File: src/hdl/jse_pkg.sv
`timescale 1ns / 1ps
// ----------------------------------------------------------------------------
// JSON string escaper package
// Shared widths, character codes, request type and escape lookup functions.
// ----------------------------------------------------------------------------
package jse_pkg;

    localparam int CAP_WIDTH     = 16;
    localparam int LENGTH_WIDTH  = 16;
    localparam int COUNT_WIDTH_D = 16;
    localparam int SEQ_WIDTH     = 3;

    localparam logic [7:0] CH_QUOTE  = 8'h22;
    localparam logic [7:0] CH_BSLASH = 8'h5c;
    localparam logic [7:0] CH_BS     = 8'h08;
    localparam logic [7:0] CH_FF     = 8'h0c;
    localparam logic [7:0] CH_CR     = 8'h0d;
    localparam logic [7:0] CH_LF     = 8'h0a;
    localparam logic [7:0] CH_TAB    = 8'h09;
    localparam logic [7:0] CH_SPACE  = 8'h20;
    localparam logic [7:0] CH_U      = 8'h75;
    localparam logic [7:0] CH_A      = 8'h61;
    localparam logic [7:0] CH_ZERO   = 8'h30;
    localparam logic [7:0] CH_B      = 8'h62;
    localparam logic [7:0] CH_F      = 8'h66;
    localparam logic [7:0] CH_R      = 8'h72;
    localparam logic [7:0] CH_N      = 8'h6e;
    localparam logic [7:0] CH_T      = 8'h74;
    localparam logic [7:0] CH_NONE   = 8'h00;

    localparam logic [SEQ_WIDTH-1:0] LEN_PLAIN = 3'd1;
    localparam logic [SEQ_WIDTH-1:0] LEN_SHORT = 3'd2;
    localparam logic [SEQ_WIDTH-1:0] LEN_UNI   = 3'd6;

    typedef struct packed {
        logic [7:0]              raw;
        logic [SEQ_WIDTH-1:0]    num;
        logic                    cut;
        logic [LENGTH_WIDTH-1:0] base;
    } t_item;

    function automatic logic [7:0] esc_code(input logic [7:0] b);
        logic [7:0] c;
        case (b) inside
            CH_QUOTE, CH_BSLASH: c = b;
            CH_BS:               c = CH_B;
            CH_FF:               c = CH_F;
            CH_CR:               c = CH_R;
            CH_LF:               c = CH_N;
            CH_TAB:              c = CH_T;
            default:             c = CH_NONE;
        endcase
        return c;
    endfunction

    function automatic logic [SEQ_WIDTH-1:0] esc_len(input logic [7:0] b);
        logic [SEQ_WIDTH-1:0] l;
        if (esc_code(b) != CH_NONE) begin
            l = LEN_SHORT;
        end else if (b < CH_SPACE) begin
            l = LEN_UNI;
        end else begin
            l = LEN_PLAIN;
        end
        return l;
    endfunction

    function automatic logic [7:0] hex_digit(input logic [3:0] nib);
        logic [7:0] d;
        if (nib < 4'd10) begin
            d = CH_ZERO + {4'd0, nib};
        end else begin
            d = CH_A + {4'd0, nib} - 8'd10;
        end
        return d;
    endfunction

    function automatic logic [7:0] esc_byte(input logic [7:0] b,
                                            input logic [SEQ_WIDTH-1:0] idx);
        logic [7:0] c;
        logic [7:0] o;
        c = esc_code(b);
        if (c != CH_NONE) begin
            o = (idx == 3'd0) ? CH_BSLASH : c;
        end else if (b < CH_SPACE) begin
            case (idx)
                3'd0:    o = CH_BSLASH;
                3'd1:    o = CH_U;
                3'd2:    o = CH_ZERO;
                3'd3:    o = CH_ZERO;
                3'd4:    o = hex_digit(b[7:4]);
                default: o = hex_digit(b[3:0]);
            endcase
        end else begin
            o = b;
        end
        return o;
    endfunction

endpackage

File: src/hdl/jse_emitter.sv
`timescale 1ns / 1ps
// ----------------------------------------------------------------------------
// JSON escaper sequence emitter
// Holds one escape request and drains its bytes into the output register,
// one per cycle while the output is not stalled.
// ----------------------------------------------------------------------------
module jse_emitter (
    input  logic                           i_clk,
    input  logic                           i_rst_n,
    input  logic                           i_load,
    input  jse_pkg::t_item                 i_item,
    output logic                           o_free,
    output logic                           o_out_valid,
    input  logic                           i_out_ready,
    output logic [7:0]                     o_out_byte,
    output logic                           o_run_last,
    output logic [jse_pkg::LENGTH_WIDTH-1:0] o_out_length,
    output logic                           o_truncated
);
    import jse_pkg::*;

    logic                    r_busy;
    t_item                   r_item;
    logic [SEQ_WIDTH-1:0]    r_idx;
    logic                    r_out_valid;
    logic [7:0]              r_out_byte;
    logic                    r_run_last;
    logic [LENGTH_WIDTH-1:0] r_out_length;
    logic                    r_truncated;

    logic adv;
    logic last;

    assign adv    = r_busy && (!r_out_valid || i_out_ready);
    assign last   = (r_idx == SEQ_WIDTH'(r_item.num - 3'd1));
    assign o_free = !r_busy || (adv && last);

    always_ff @(posedge i_clk) begin
        if (!i_rst_n) begin
            r_busy      <= 1'b0;
            r_idx       <= '0;
            r_out_valid <= 1'b0;
        end else begin
            if (adv) begin
                r_out_valid  <= 1'b1;
                r_out_byte   <= esc_byte(r_item.raw, r_idx);
                r_run_last   <= last;
                r_out_length <= r_item.base + LENGTH_WIDTH'(r_idx) + 16'd1;
                r_truncated  <= r_item.cut;
            end else if (i_out_ready) begin
                r_out_valid <= 1'b0;
            end
            if (adv && last) begin
                r_busy <= 1'b0;
                r_idx  <= '0;
            end else if (adv) begin
                r_idx <= r_idx + 3'd1;
            end
            if (i_load) begin
                r_busy <= 1'b1;
                r_item <= i_item;
                r_idx  <= '0;
            end
        end
    end

    assign o_out_valid  = r_out_valid;
    assign o_out_byte   = r_out_byte;
    assign o_run_last   = r_run_last;
    assign o_out_length = r_out_length;
    assign o_truncated  = r_truncated;

endmodule

File: src/hdl/json_string_escaper_top.sv
`timescale 1ns / 1ps
// ----------------------------------------------------------------------------
// JSON string escaper
// Escapes one string byte per request and emits the escaped text a byte at a
// time, truncating each string at the configured output capacity.
// ----------------------------------------------------------------------------
//  channel | direction | handshake                | payload
//  in      | input     | i_in_valid / o_in_ready  | i_in_byte, i_end_of_string
//  out     | output    | o_out_valid / i_out_ready| o_out_byte, o_run_last,
//          |           |                          | o_out_length, o_truncated
//  cfg     | input     | i_cfg_valid / o_cfg_ready| i_cfg_data (out_capacity)
//
//  A plain byte can be taken every cycle while the output is not stalled;
//  its output byte passes through the emitter's request and output registers.
//  An escape keeps the input stalled until the emitter moves its last byte
//  into the output register. A dropped byte is taken and yields nothing.
//  Reset clears the string count and sets the capacity to 65535.
//  A stalled output holds its register; the emitter and input wait behind it.
// ----------------------------------------------------------------------------
module json_string_escaper_top #(
    parameter int COUNT_WIDTH = jse_pkg::COUNT_WIDTH_D
) (
    input  logic                             i_clk,
    input  logic                             i_rst_n,
    input  logic                             i_in_valid,
    output logic                             o_in_ready,
    input  logic [7:0]                       i_in_byte,
    input  logic                             i_end_of_string,
    output logic                             o_out_valid,
    input  logic                             i_out_ready,
    output logic [7:0]                       o_out_byte,
    output logic                             o_run_last,
    output logic [jse_pkg::LENGTH_WIDTH-1:0] o_out_length,
    output logic                             o_truncated,
    input  logic                             i_cfg_valid,
    output logic                             o_cfg_ready,
    input  logic [jse_pkg::CAP_WIDTH-1:0]    i_cfg_data
);
    import jse_pkg::*;

    localparam int LW = (COUNT_WIDTH > CAP_WIDTH) ? COUNT_WIDTH : CAP_WIDTH;

    logic [CAP_WIDTH-1:0]   r_capacity;
    logic [COUNT_WIDTH-1:0] r_count;
    logic [COUNT_WIDTH-1:0] n_count;

    logic [LW-1:0]        cap_ext;
    logic [LW-1:0]        cmax;
    logic [LW-1:0]        limit;
    logic [LW-1:0]        cnt_ext;
    logic [LW-1:0]        avail;
    logic [SEQ_WIDTH-1:0] seq_len;
    logic [SEQ_WIDTH-1:0] seq_num;
    logic                 accept;
    logic                 free;
    t_item                item;

    assign cap_ext = LW'(r_capacity);
    assign cmax    = LW'({COUNT_WIDTH{1'b1}});
    assign limit   = (cap_ext < cmax) ? cap_ext : cmax;
    assign cnt_ext = LW'(r_count);
    assign avail   = (limit > cnt_ext) ? (limit - cnt_ext) : '0;
    assign seq_len = esc_len(i_in_byte);
    assign seq_num = (avail < LW'(seq_len)) ? avail[SEQ_WIDTH-1:0] : seq_len;

    assign item.raw  = i_in_byte;
    assign item.num  = seq_num;
    assign item.cut  = (seq_num < seq_len);
    assign item.base = LENGTH_WIDTH'(r_count);

    assign o_in_ready  = free;
    assign o_cfg_ready = 1'b1;
    assign accept      = i_in_valid && free;
    assign n_count     = i_end_of_string ? '0 : r_count + COUNT_WIDTH'(seq_num);

    always_ff @(posedge i_clk) begin
        if (!i_rst_n) begin
            r_capacity <= {CAP_WIDTH{1'b1}};
            r_count    <= '0;
        end else begin
            if (i_cfg_valid) begin
                r_capacity <= i_cfg_data;
            end
            if (accept) begin
                r_count <= n_count;
            end
        end
    end

    jse_emitter u_emitter (
        .i_clk        (i_clk),
        .i_rst_n      (i_rst_n),
        .i_load       (accept && (seq_num != '0)),
        .i_item       (item),
        .o_free       (free),
        .o_out_valid  (o_out_valid),
        .i_out_ready  (i_out_ready),
        .o_out_byte   (o_out_byte),
        .o_run_last   (o_run_last),
        .o_out_length (o_out_length),
        .o_truncated  (o_truncated)
    );

endmodule

File: config.mk
export PLATFORM = sky130hd
export DESIGN_NAME = json_string_escaper_top
export DESIGN_NICKNAME = d
export VERILOG_FILES = /design/src/hdl/jse_pkg.sv /design/src/hdl/jse_emitter.sv /design/src/hdl/json_string_escaper_top.sv
export SDC_FILE = /design/constraint.sdc
export NUM_CORES = 1
export LEC_CHECK = 0
export ABC_AREA = 0
export ABC_CLOCK_PERIOD_IN_PS = 12100
export BUFFER_PORTS_ARGS = -buffer_cell sky130_fd_sc_hd__buf_2
export CORE_ASPECT_RATIO = 1.1
export CORE_MARGIN = 8
export CORE_UTILIZATION = 48
export CTS_CLUSTER_DIAMETER = 120
export CTS_CLUSTER_SIZE = 16
export DETAILED_ROUTE_END_ITERATION = 7
export PLACE_DENSITY = 0.67
export SLEW_MARGIN = 40
export SYNTH_ARGS = -nofsm -noshare
export SYNTH_HDL_FRONTEND = slang
export SYNTH_SLANG_ARGS = --single-unit
export TNS_END_PERCENT = 1
File: constraint.sdc
create_clock -name i_clk -period 12.1 [get_ports i_clk]
set_clock_uncertainty 0.1 [all_clocks]
set_input_delay 2.42 -clock i_clk [delete_from_list [all_inputs] [get_ports i_clk]]
set_output_delay 2.42 -clock i_clk [all_outputs]
set_load 0.01 [all_outputs]
== Word level (Yosys, flattened, before mapping) ==
Cells that the tools add are included.

* Register bits: 91
* Output and inout bits: 29
* Word-level logic and storage cells: 103

* Add/subtract/negate cells: 12
* $lt $le $gt $ge: 8
* Equality and inequality tests: 19
* Mux-type cells: 30
* Bitwise logic cells: 1
* Reductions and logical operators: 20

{| class="wikitable"
|+ Operators with widths
! cell !! count
|-
| 8-bit 2-to-1 mux || 15
|-
| 8-bit by 4-bit equality test with 1-bit output (second input constant) || 10
|-
| 16-bit 2-to-1 mux || 3
|-
| 16-bit by 3-bit adder with 16-bit output || 2
|-
| 8-bit case mux with 4 select lines || 1
|-
| 7-bit 2-to-1 mux || 4
|-
| 16-bit by 1-bit adder with 16-bit output (second input constant) || 1
|-
| 7-bit by 4-bit adder with 8-bit output (first input constant) || 2
|-
| 8-bit by 6-bit equality test with 1-bit output (second input constant) || 2
|-
| 8-bit by 7-bit equality test with 1-bit output (second input constant) || 2
|-
| 16-bit > comparator || 1
|-
| 16-bit < comparator (second input constant) || 1
|-
| 16-bit by 3-bit < comparator with 1-bit output || 1
|-
| 8-bit by 6-bit < comparator with 1-bit output (second input constant) || 2
|-
| 8-bit nonzero test || 2
|-
| 16-bit subtractor || 1
|-
| 8-bit by 4-bit subtractor with 8-bit output (second input constant) || 2
|-
| 6-bit by 4-bit adder with 7-bit output (first input constant) || 2
|-
| 3-bit 2-to-1 mux || 3
|-
| 4-bit < comparator (second input constant) || 2
|-
| 3-bit by 2-bit equality test with 1-bit output (second input constant) || 2
|-
| 2-bit OR reduction || 3
|-
| 1-bit logical AND || 4
|-
| 1-bit 2-to-1 mux || 4
|-
| other kinds (14) || 18
|}

== Logic depth before layout (Yosys ltp) ==
Gate-level depths: netlist (run 1).

* Word-level depth: 14
* Depth in mapped cells: 26
* Depth with buffers taken out: 25

== Cells and area by module ==
Synthesis (run 1) repeated with hierarchy kept, for this count alone.

* Cells, all modules: 587
* Area, all modules: 5646.7 um2

{| class="wikitable"
|+ By module, submodules not included
! module !! times used !! cells an instance !! area each (um2) !! seq. area each (um2)
|-
| jse_emitter || 1 || 219 || 2855.2 || 1721.7
|-
| json_string_escaper_top || 1 || 368 || 2791.4 || 640.6
|}

== Least setup slack after synthesis (run 1) ==
Ideal clock, no wire load.

* Path kind: input to register
* Start point: input i_in_byte[7]
* End point: register u_emitter.r_item[0] in the netlist's numbering, enable pin
* Arrival: 6428 ps
* Required time: 11570 ps
* Slack: 5142 ps
* Stages: 10
* Buffers on the path: 0
* Cells stage by stage: nor4b_1 > o22ai_1 > o21bai_1 > inv_1 > ha_1 > o41ai_1 > nand2b_1 > or4b_2 > or2_1 > a31oi_1

* Word-level cells in the longest chain between the ends: 14
* Elaborated cells between the ends (all ways): 23
* Those cells by class: order compare (2); eq/ne (7); mux (9); reduce/logical (5)

{| class="wikitable"
|+ RTL lines
! item !! line !! source
|-
| start: declaration || json_string_escaper_top.sv:27 || <nowiki>input logic [7:0] i_in_byte,</nowiki>
|-
| 8-bit by 4-bit equality test with 1-bit output || jse_pkg.sv:58 || <nowiki>if (esc_code(b) != CH_NONE) begin</nowiki>
|-
| 7-bit 2-to-1 mux (3 in series) || jse_pkg.sv:44 || <nowiki>case (b) inside</nowiki>
|-
| 8-bit 2-to-1 mux (3 in series) || jse_pkg.sv:44 ||
|-
| 8-bit nonzero test || jse_pkg.sv:58 ||
|-
| 3-bit 2-to-1 mux (*) || jse_pkg.sv:58 ||
|-
| 16-bit by 3-bit < comparator with 1-bit output || json_string_escaper_top.sv:64 || <nowiki>assign seq_num = (avail < LW'(seq_len)) ? avail[SEQ_WIDTH-1:0] : seq_len;</nowiki>
|-
| 3-bit 2-to-1 mux (*) || json_string_escaper_top.sv:64 ||
|-
| 3-bit nonzero test (*) || json_string_escaper_top.sv:93 || <nowiki>.i_load (accept && (seq_num != '0)),</nowiki>
|-
| 1-bit logical AND (*) || json_string_escaper_top.sv:93 ||
|-
| 2-bit AND reduction (no source line) (*) || - ||
|-
| end signal: assignment || jse_emitter.sv:61 || <nowiki>r_item <= i_item;</nowiki>
|-
| end: declaration || jse_emitter.sv:23 || <nowiki>t_item r_item;</nowiki>
|}

Mark *: on every way between the ends. The rest lies on a longest branch, timed or not.
A chain may end at the register's enable or synchronous reset.

==> results of run 1 <==
cells in the final DEF, fill, tap and decap left out, types with 4 or more instances in the layout:
cell type	netlist	routed
a211oi_1	7	7
a21o_1	12	12
a21oi_1	25	25
a31oi_1	5	4
and2_1	4	4
and3_1	5	4
buf_2	4	57
clkbuf_16	0	9
dfxtp_1	37	37
edfxtp_1	54	54
ha_1	37	37
inv_1	38	38
mux2i_1	17	17
nand2_1	51	51
nand2b_1	6	6
nand3_1	18	18
nand4_1	8	8
nor2_1	46	46
nor2b_1	13	13
nor3_1	13	12
nor4_1	6	5
o211a_1	6	6
o21a_1	5	5
o21ai_0	27	27
o31ai_1	6	6
xnor2_1	29	29
xor2_1	8	8
report_power, final:
group / internal, uW / switching, uW / total, uW
combinational: 44.3 / 64.6 / 109
sequential: 342 / 8.67 / 351
clock: 142 / 122 / 264
total: 528 / 196 / 724
logic make-up (layout without fill, tap and decap cells):
logic type,Yosys count,count (layout),synth area share (%)
AO/OA/AOI/OAI,134,134,16.9
XOR/XNOR,38,38,6.19
adder cells (fa/ha/maj),40,40,9.30
buffers and inverters,72,112,5.36
flip-flops,91,91,42.0
multiplexers,17,17,3.03
other,1,1,0.0667
AND/OR/NAND/NOR,193,193,17.2
sequential cells by signal, indices dropped and copies added (netlist names):
register                cells
u_emitter.o_truncated       1
cap_ext                    16
u_emitter.o_out_byte        8
u_emitter.o_out_length     16
u_emitter.r_idx             3
u_emitter.o_run_last        1
u_emitter.r_busy            1
cnt_ext                    16
u_emitter.r_item           28
u_emitter.o_out_valid       1
final cells by class:
cell class                 count  area share [%]
clock buffer                  10            3.67
clock inverter                 6           0.782
inverter                      38            2.29
multi-input combinational    423            47.7
sequential                    91            37.9
tap                          150            3.01
timing repair buffer          58            4.69
metrics by stage:
stage | cells | hold slack (ps) | total power [uW] | util, %
2_1_floorplan | 586 | 300 | 438 | -
3_3_place_gp | 760 | 314 | 462 | 52.0
3_5_place_dp | 760 | 319 | 466 | 52.1
4_1_cts | 776 | 336 | 730 | 54.6
5_1_grt | 776 | 351 | 754 | 54.6
6_report | 776 | 332 | 724 | 54.6
worst max path at each step:
stage          cells past startpoint                  end  slack (ps)
2_1_floorplan                     10  u_emitter.r_item[0]        5140
3_3_place_gp                      17          cnt_ext[15]        5080
3_5_place_dp                      19          cnt_ext[14]        5040
4_1_cts                           19          cnt_ext[14]        5370
5_1_grt                           19          cnt_ext[14]        4920
6_report                          19          cnt_ext[14]        5310
per-layer routing:
metal	routed length, microns	part of all wire [%]	up-vias	track usage [%]
li1	-	-	2191	-
met1	4950	43	1970	17.3
met2	5630	49	86	26.5
met3	629	5.5	22	3.18
met4	276	2.4	0	6.92
met5	0	0	-	0
==> out/qor.yml, run 1 <==
rows: 41
synth_edf_count: 54
dp_hpwl_microns: 9010
antenna_found_initial: 0
syn_to_final_growth_pct: 11.0
yosys.area.top_type_share_pct: 28.8
setup_ws_ps: 5310
irDropWorstVdd_v: 0.0000653
ys.warnings.count: 0
leakagePower_uw: 0.00246
die_x_microns: 119
cp-start-kind: "input port"
netlist_top_cells_count: "edfxtp_1, nand2_1, nor2_1"
grt_setup_unrepaired: "no"
end_kind: "flop"
cp_top_family: "simple AND/OR/NAND/NOR gates"
yosysUniqueCellTypes: 71
required_ps: 12220
finalSetupViolations: 0
place_ws_ps: 5040
synthFlopType: "edfxtp_1"
drive_above_1_share_pct: 14.1
crit_top_cell: "inv_1"
hold_buffers: 0
synth.cell_area_sq_um: 5620
insertion_delay_ps: 340
root_buffer: "clkbuf_16"
overflow: 0
avgRoutedWirePerCell_microns: 14.8
min_path_type: "reg -> reg"
min_to: "u_emitter.r_item[15]"
worstReg2RegStart: "cnt_ext[9]"
globalplace.congestion: 0.915
synth.avg_cell_area_sq_um: 9.60
final_nets: 691
slowest_delay_ps: 470
synthCells: 586
cts_tree: "built"
critical_path_class: "in -> reg"
rr_endpoint: "cnt_ext[14]"
final_max_slew_viol_count: 0
cts_resized: 0
post_drt_via_cell_ratio: 5.50
cellPowerDensity_nw_per_um2: 116
n_fill_cell: 1004
regArea_sq_um: 2360
tns_ps: 0
maxSlewHeadroom_pct: 44.5
synth_largest_area_cell: "edfxtp_1"
cts_buffers: 9
holdCritStartpoint: "cnt_ext[15]"
cp_max_fo: 7
dieArea_sq_um: 15400
cp.arrival_ps: 6910
multi_input_area_sq_um: 2980
worstPathCellList: "buf_2, nor4b_1, o22ai_1, o21bai_1, inv_1, ha_1, o41ai_1, nand2b_1, or2_2, o32ai_1, ha_1, inv_1, fa_1, inv_1, a21oi_1, or4_4, nor4_1, xnor2_1, nor2_1"
cts_setup_buffers: 0
r2r_slack_ps: 6350
postPlaceCellArea_sq_um: 5960
startpoint: "i_in_byte[7]"
synth-seq-cells: 91
drtIter0Drc: 257
finalWorstPathRequiredPeriod_ps: 6790
yosysSeqAreaShare_pct: 42.0
outcome: "finished clean"
port-buffer-count: 57
grt_pass1_vias: 4133
top_level_ports: 59
reg2reg_depth: 21
synth_area_leaders: "edfxtp_1, dfxtp_1, ha_1"
die_h_microns: 130
fin_crit_sh_pct: 56.1
drcViolationCount: 0
grt_pass1_wl_microns: 19200
diodes: 0
synth.net_count: 656
crit_buf_inv: 4
critPathSlowestCell: "o21bai_1"
min_path_cells: 0
num_vias: 4269
wirelength_microns: 11500
start_util_pct: 49.2
synth_most_common_cell: "edfxtp_1"
clk_pin_slew_worst_paths_ps: 70
final_area_sq_um: 6240
antenna_left: 0
synthArstFlopShare_pct: 0
finalHoldViolCount: 0
grt_use_total_pct: 15.1
htreeDepth: 3
clock.fmax_mhz: 147
cts_buffer_depth: 2
cap_violations: 0
core_area_sq_um: 11400
grt_max_degree: 28
worst_slew_pin_slew_ps: 811
dr.pass1.iters: 4
cts.sink_count: 91
Note: power is estimated with default switching activity, not from simulation.
==> run 2: changes to the inputs <==
--- a/config.mk
+++ b/config.mk
@@ -5,8 +5,8 @@
 export SDC_FILE = /design/constraint.sdc
 export NUM_CORES = 1
 export LEC_CHECK = 0
-export ABC_AREA = 0
-export ABC_CLOCK_PERIOD_IN_PS = 12100
+export ABC_AREA = 1
+export ABC_CLOCK_PERIOD_IN_PS = 5800
 export BUFFER_PORTS_ARGS = -buffer_cell sky130_fd_sc_hd__buf_2
 export CORE_ASPECT_RATIO = 1.1
 export CORE_MARGIN = 8
@@ -14,7 +14,7 @@
 export CTS_CLUSTER_DIAMETER = 120
 export CTS_CLUSTER_SIZE = 16
 export DETAILED_ROUTE_END_ITERATION = 7
-export PLACE_DENSITY = 0.67
+export PLACE_DENSITY = 0.7
 export SLEW_MARGIN = 40
 export SYNTH_ARGS = -nofsm -noshare
 export SYNTH_HDL_FRONTEND = slang
==> constraint.sdc (replaced) <==
create_clock -name i_clk -period 5.8 [get_ports i_clk]
set_clock_uncertainty 0.1 [all_clocks]
set_input_delay 1.16 -clock i_clk [delete_from_list [all_inputs] [get_ports i_clk]]
set_output_delay 1.16 -clock i_clk [all_outputs]
set_load 0.01 [all_outputs]
==> run 2 against run 1 <==
  * Worst setup slack got worse by 4300 ps
  * Die area increased by 0.35%
  * Synthesized cell count increased by 23%
  * First-iteration DRC count increased by 2.7%
  * Critical path depth increased by 11
  * Largest cell class unchanged
==> out/qor.yml, run 2 <==
grt_pass1_wl_microns: 20100  # was 19200 microns
maxSlewHeadroom_pct: 48.1  # was 44.5%
finalHoldViolCount: 0  # unchanged
ys.warnings.count: 0  # unchanged
synth_fa_ha_area_share_pct: 9.26  # was 9.30%
diodes: 0  # unchanged
final_common_cell: "nand2_1"  # was buf_2
min_path_type: "reg -> reg"  # unchanged
wirelength_microns: 11800  # was 11500 microns
antenna_left: 0  # unchanged
synth_largest_area_cell: "edfxtp_1"  # unchanged
routed-wl-met2_microns: 5800  # was 5630 microns
cts_resized: 0  # unchanged
final_cell_mix: "nand2_1, inv_1, nor2_1"  # was buf_2, edfxtp_1, nand2_1
top_layer: "met4"  # unchanged
syn_to_final_growth_pct: 12.2  # was 11.0%
core_area_sq_um: 11500  # was 11400 sq um
grt_max_degree: 29  # was 28
dieArea_sq_um: 15500  # was 15400 sq um
hold_buffers: 0  # unchanged
worst_slew_pin_slew_ps: 770  # was 811 ps
yosysUniqueCellTypes: 51  # was 71
clk_pin_slew_worst_paths_ps: 70  # about the same
setup_ws_ps: 965  # was 5310 ps
num_vias: 4622  # was 4269
synth_most_common_cell: "nand2_1"  # was edfxtp_1
antenna_found_initial: 0  # unchanged
cellPowerDensity_nw_per_um2: 257  # was 116 nW/um^2
synthXorXnorAreaFrac_pct: 3.72  # was 6.19%
die_h_microns: 130  # about the same
yosysSeqAreaShare_pct: 41.8  # was 42.0%
avgRoutedWirePerCell_microns: 12.9  # was 14.8 microns
place_ws_ps: 789  # was 5040 ps
required_ps: 5920  # was 12220 ps
largest_register: "u_emitter.r_item"  # unchanged
insertion_delay_ps: 340  # about the same
top_level_ports: 59  # unchanged
finalWorstPathRequiredPeriod_ps: 4840
drive_above_1_share_pct: 13.4  # was 14.1%
rows: 41  # unchanged
crit_top_cell: "nand2_1"  # was inv_1
postPlaceCellArea_sq_um: 6020  # was 5960 sq um
start_util_pct: 49.1  # was 49.2%
globalplace.congestion: 0.939  # was 0.915
end_kind: "flop"  # unchanged
cp-start-kind: "flop"  # was input port
slowest_delay_ps: 430  # was 470 ps
hold_ws_ps: 332  # about the same
synth_top_family_by_area: "simple AND/OR/NAND/NOR gates"  # unchanged
synthFlopType: "edfxtp_1"  # unchanged
cts_setup_buffers: 0  # unchanged
cts_buffer_depth: 2  # unchanged
m1WireLength_microns: 5120  # was 4950 microns
tns_ps: 0  # unchanged
finalSetupViolations: 0  # unchanged
synth-simple-area-share_pct: 26.1  # was 17.2%
synthCells: 719  # was 586
critPathSlowestCell: "fa_1"  # was o21bai_1
final_area_sq_um: 6330  # was 6240 sq um
grt_setup_unrepaired: "no"  # unchanged
htreeDepth: 3  # unchanged
final_nets: 834  # was 691
netlist_top_cells_count: "nand2_1, inv_1, nor2_1"  # was edfxtp_1, nand2_1, nor2_1
final_max_slew_viol_count: 0  # unchanged
dp_hpwl_microns: 9610  # was 9010 microns
port-buffer-count: 57  # unchanged
synth_area_leaders: "edfxtp_1, dfxtp_1, nand2_1"  # was edfxtp_1, dfxtp_1, ha_1
drtIter0Drc: 264  # was 257
leakagePower_uw: 0.00293  # was 0.00246 uW
grt_pass1_vias: 4490  # was 4133
critical_path_class: "reg -> reg"  # was in -> reg
fin_crit_sh_pct: 83.4
drcViolationCount: 0  # unchanged
overflow: 0  # unchanged
outcome: "finished clean"  # unchanged
post_drt_via_cell_ratio: 5.03  # was 5.50
synth.avg_cell_area_sq_um: 7.85  # was 9.60 sq um
synth.net_count: 789  # was 656
synth_edf_count: 54  # unchanged
cap_violations: 0  # unchanged
clock.fmax_mhz: 207
cts_tree: "built"  # unchanged
cp_max_fo: 4  # was 7
synth_compound_area_share_pct: 9.20  # was 16.9%
synthArstFlopShare_pct: 0  # unchanged
irDropWorstVdd_v: 0.000153  # was 0.0000653 V
dr.pass1.iters: 5  # was 4
cp.arrival_ps: 4950  # was 6910 ps
met3WireLength_microns: 571  # was 629 microns
synth.cell_area_sq_um: 5650  # was 5620 sq um
yosys.area.top_type_share_pct: 28.7  # was 28.8%
cts_buffers: 9  # unchanged
synth-seq-cells: 91  # unchanged
cts.sink_count: 91  # unchanged
grt_use_total_pct: 15.7  # was 15.1%
largest_reg_flops: 28  # unchanged
root_buffer: "clkbuf_16"  # unchanged
synthMuxAreaShare_pct: 0  # was 3.03%
die_x_microns: 119  # about the same
==> run 2: cell type report <==
type                    count  area [sq um]
fillers                  1059          5160
repair buffers             58           293
flip-flops and latches     91          2360
well taps                 150           188
clock inverters             7          83.8
inverters                 116           449
multi-input cells         488          2730
clock buffers               9           225
==> run 2: power by group <==
group / switching, uW / total, uW / internal [uW]
Sequential: 24.4 / 754 / 730
Clock: 257 / 598 / 342
Combinational: 172 / 276 / 104
Total: 454 / 1630 / 1180
==> run 2: critical path, delay by kind of cell, from the launching register on <==
family                     cells  cell delay (ps)
buffers and inverters          4              310
DFF                            1              340
adders and majority gates      5             1470
and+or+nand+nor               16             1770
AOI/OAI and AO/OA              5              700
==> run 2: kinds of logic (layout without fill, tap and decap cells) <==
| logic type | count (synthesis) | after routing |
|---|---|---|
| AO/OA/AOI/OAI | 89 | 89 |
| XOR/XNOR | 24 | 24 |
| adder cells (fa/ha/maj) | 40 | 40 |
| buffers and inverters | 140 | 190 |
| flip-flops | 91 | 91 |
| other | 1 | 1 |
| AND/OR/NAND/NOR | 334 | 334 |
==> run 2: worst paths after layout <==
path | startpoint | end | cells after the start | slack, ps
setup reg to reg | cnt_ext[0] | cnt_ext[14] | 30 | 960
hold / removal | u_emitter.r_item[16] | u_emitter.o_truncated | 0 | 330
setup / recovery | cnt_ext[0] | cnt_ext[14] | 30 | 960
hold reg to reg | u_emitter.r_item[16] | u_emitter.o_truncated | 0 | 330
==> run 2: per-layer routing <==
layer  track usage [%]  vias up
met1              18.6     2064
met4              7.13        0
li1                  -     2426
met2              28.0      112
met5                 0        -
met3              2.25       20
==> run 2: stage by stage <==
step	std cells	utilization, %	total power (uW)
after detailed placement	903	52.4	1050
after CTS	919	55.1	1640
after global placement	903	52.4	1040
after global routing	919	55.1	1710
after floorplan	719	-	971
final	919	55.1	1630
==> run 3: changes to the inputs <==
--- a/config.mk
+++ b/config.mk
@@ -5,8 +5,8 @@
 export SDC_FILE = /design/constraint.sdc
 export NUM_CORES = 1
 export LEC_CHECK = 0
-export ABC_AREA = 1
-export ABC_CLOCK_PERIOD_IN_PS = 5800
+export ABC_AREA = 0
+export ABC_CLOCK_PERIOD_IN_PS = 4200
 export BUFFER_PORTS_ARGS = -buffer_cell sky130_fd_sc_hd__buf_2
 export CORE_ASPECT_RATIO = 1.1
 export CORE_MARGIN = 8
==> constraint.sdc (replaced) <==
create_clock -name i_clk -period 4.2 [get_ports i_clk]
set_clock_uncertainty 0.1 [all_clocks]
set_input_delay 0.84 -clock i_clk [delete_from_list [all_inputs] [get_ports i_clk]]
set_output_delay 0.84 -clock i_clk [all_outputs]
set_load 0.01 [all_outputs]
==> run 3 against run 2 <==
  * The flow now finishes with violations (negative setup slack)
  * Die area decreased by 0.35%
  * First-iteration DRC count increased by 16%
  * Clock power increased by 33%
  * Sequential power increased by 34%
  * Cell area increased by 16%
  * Critical path type unchanged
  * Critical endpoint unchanged
  * Largest cell class unchanged
  * Largest power group unchanged
==> out/qor.yml, run 3 (synthesis results as in run 1) <==
finalHoldViolCount: 0  # unchanged
final_cells: 898  # was 919
wirelength_microns: 13400  # was 11800 microns
min_to: "u_emitter.o_truncated"  # unchanged
end_kind: "flop"  # unchanged
final_cell_mix: "buf_4, buf_2, edfxtp_1"  # was nand2_1, inv_1, nor2_1
grt_max_degree: 26  # was 29
syn_to_final_growth_pct: 30.4  # was 12.2%
clock.fmax_mhz: 200  # was 207 MHz
insertion_delay_ps: 340  # about the same
holdCritStartpoint: "u_emitter.r_item[16]"  # unchanged
cp_max_fo: 6  # was 4
core_area_sq_um: 11400  # was 11500 sq um
start_util_pct: 49.2  # was 49.1%
min_path_cells: 0  # unchanged
grt_use_total_pct: 17.8  # was 15.7%
met3WireLength_microns: 513  # was 571 microns
maxSlewHeadroom_pct: 59.1  # was 48.1%
root_buffer: "clkbuf_16"  # unchanged
final_common_cell: "buf_4"  # was nand2_1
worstReg2RegStart: "cap_ext[0]"  # was cnt_ext[0]
leakagePower_uw: 0.00311  # was 0.00293 uW
grt_setup_unrepaired: "yes"  # was no
outcome: "finished with violations"  # was finished clean
finalSetupViolations: 44  # was 0
finish.utilization_pct: 64.1  # was 55.1%
dpl.cell_count: 881  # was 903
place_ws_ps: -962  # was 789 ps
final_max_slew_viol_count: 0  # unchanged
grt_pass1_wl_microns: 22700  # was 20100 microns
antenna_left: 0  # unchanged
drtIter0Drc: 306  # was 264
irDropWorstVdd_v: 0.000174  # was 0.000153 V
drcViolationCount: 0  # unchanged
postPlaceCellArea_sq_um: 6940  # was 6020 sq um
finalWorstPathRequiredPeriod_ps: 5000  # was 4840 ps
die_x_microns: 119  # about the same
fin_crit_sh_pct: 119  # was 83.4%
port-buffer-count: 57  # unchanged
cap_violations: 0  # unchanged
dieArea_sq_um: 15400  # was 15500 sq um
clk_pin_slew_worst_paths_ps: 70  # about the same
post_drt_via_cell_ratio: 5.40  # was 5.03
globalplace.congestion: 0.882  # was 0.939
avgRoutedWirePerCell_microns: 15.0  # was 12.9 microns
rr_endpoint: "cnt_ext[14]"  # unchanged
final_area_sq_um: 7330  # was 6330 sq um
drive_above_1_share_pct: 30.5  # was 13.4%
rows: 41  # unchanged
min_path_type: "reg -> reg"  # unchanged
reg2reg_depth: 24  # was 30
num_vias: 4845  # was 4622
cts_buffers: 9  # unchanged
required_ps: 4310  # was 5920 ps
dr.pass1.iters: 4  # was 5
worst_slew_pin_slew_ps: 609  # was 770 ps
violations: "negative setup slack"
dp_hpwl_microns: 10700  # was 9610 microns
critical_path_class: "reg -> reg"  # unchanged
top_level_ports: 59  # unchanged
r2r_slack_ps: -800  # was 960 ps
htreeDepth: 3  # unchanged
m1WireLength_microns: 5730  # was 5120 microns
final_nets: 813  # was 834
cp-start-kind: "flop"  # unchanged
diodes: 0  # unchanged
cellPowerDensity_nw_per_um2: 308  # was 257 nW/um^2
cts_tree: "built"  # unchanged
die_h_microns: 130  # about the same
n_fill_cell: 926  # was 1059
top_layer: "met4"  # unchanged
largest_reg_flops: 28  # unchanged
overflow: 0  # unchanged
setup_ws_ps: -797  # was 965 ps
antenna_found_initial: 0  # unchanged
hold_buffers: 0  # unchanged
largest_register: "u_emitter.r_item"  # unchanged
cts_buffer_depth: 2  # unchanged
grt_pass1_vias: 4890  # was 4490
cp.arrival_ps: 5110  # was 4950 ps
routed-wl-met2_microns: 6850  # was 5800 microns
cts.sink_count: 91  # unchanged
hold_ws_ps: 339  # was 332 ps
run 3: cell types whose count changed in the layout (fill, tap and decap cells not counted), moves of 9 or more:
cell	delta
inv_1	-75
xnor2_1	+22
mux2i_1	+17
nor2b_1	+13
nor2_1	-12
a21oi_1	-17
xor2_1	-9
a21o_1	+10
nand2_1	-122
buf_4	+120
nand3_1	-38
run 3: layer usage:
layer  track usage, %  vias up
met5                0        -
met4             7.52        0
met3             3.48       29
met2             32.2       99
met1             20.2     2284
li1                 -     2433
run 3: power by group:
| group | leakage, uW | switching [uW] | internal, uW |
|---|---|---|---|
| clock | 0.000139 | 378 | 418 |
| combinational | 0.00216 | 228 | 225 |
| sequential | 0.000815 | 23.1 | 985 |
run 3: area by class of cell:
class	count	area (sq um)	share of cell area (%)
clock buffer	9	225	3.07
clock inverter	7	71.3	0.973
inverter	38	143	1.95
multi-input combinational	423	3120	42.5
sequential	91	2360	32.2
tap	150	188	2.56
timing repair buffer	180	1220	16.7
run 3: timing repair:
| action | CTS | global route |
|---|---|---|
| buffers inserted | 1 | 0 |
| pin swaps | 9 | 1 |
| setup endpoints to repair | 44 | 46 |
| resized for setup | 15 | 2 |
run 3: worst max-delay path by stage:
stage,start,end,depth (start not counted)
5_1_grt,cap_ext[0],cnt_ext[14],24
6_report,cap_ext[0],cnt_ext[14],24
2_1_floorplan,cnt_ext[0],cnt_ext[12],23
3_5_place_dp,cap_ext[0],cnt_ext[12],23
3_3_place_gp,cap_ext[0],cnt_ext[12],23
4_1_cts,cap_ext[0],cnt_ext[12],23
run 3: metrics by stage:
step	total power [uW]	TNS, ps
after global placement	1450	-15550
after detailed placement	1460	-19620
after CTS	2270	-12500
final	2260	-12090
after global routing	2360	-21810
after floorplan	1270	-26430
run 3: critical path: stages (launching register included):
cell and delay [ps]:
dfxtp_1 310, inv_1 50, ha_2 180, fa_2 350, nand2b_4 150, a211o_1 280, a21oi_2 150, nor3b_1 80
or2_1 250, nor2_1 110, ha_1 240, o21a_1 200, o41ai_2 60, nand2b_1 110, or2_4 260, o32ai_4 240
ha_2 240, inv_1 60, fa_2 370, inv_2 70, a21oi_2 60, or4_4 470, nor4_4 270, xnor2_1 150
nor2_1 50
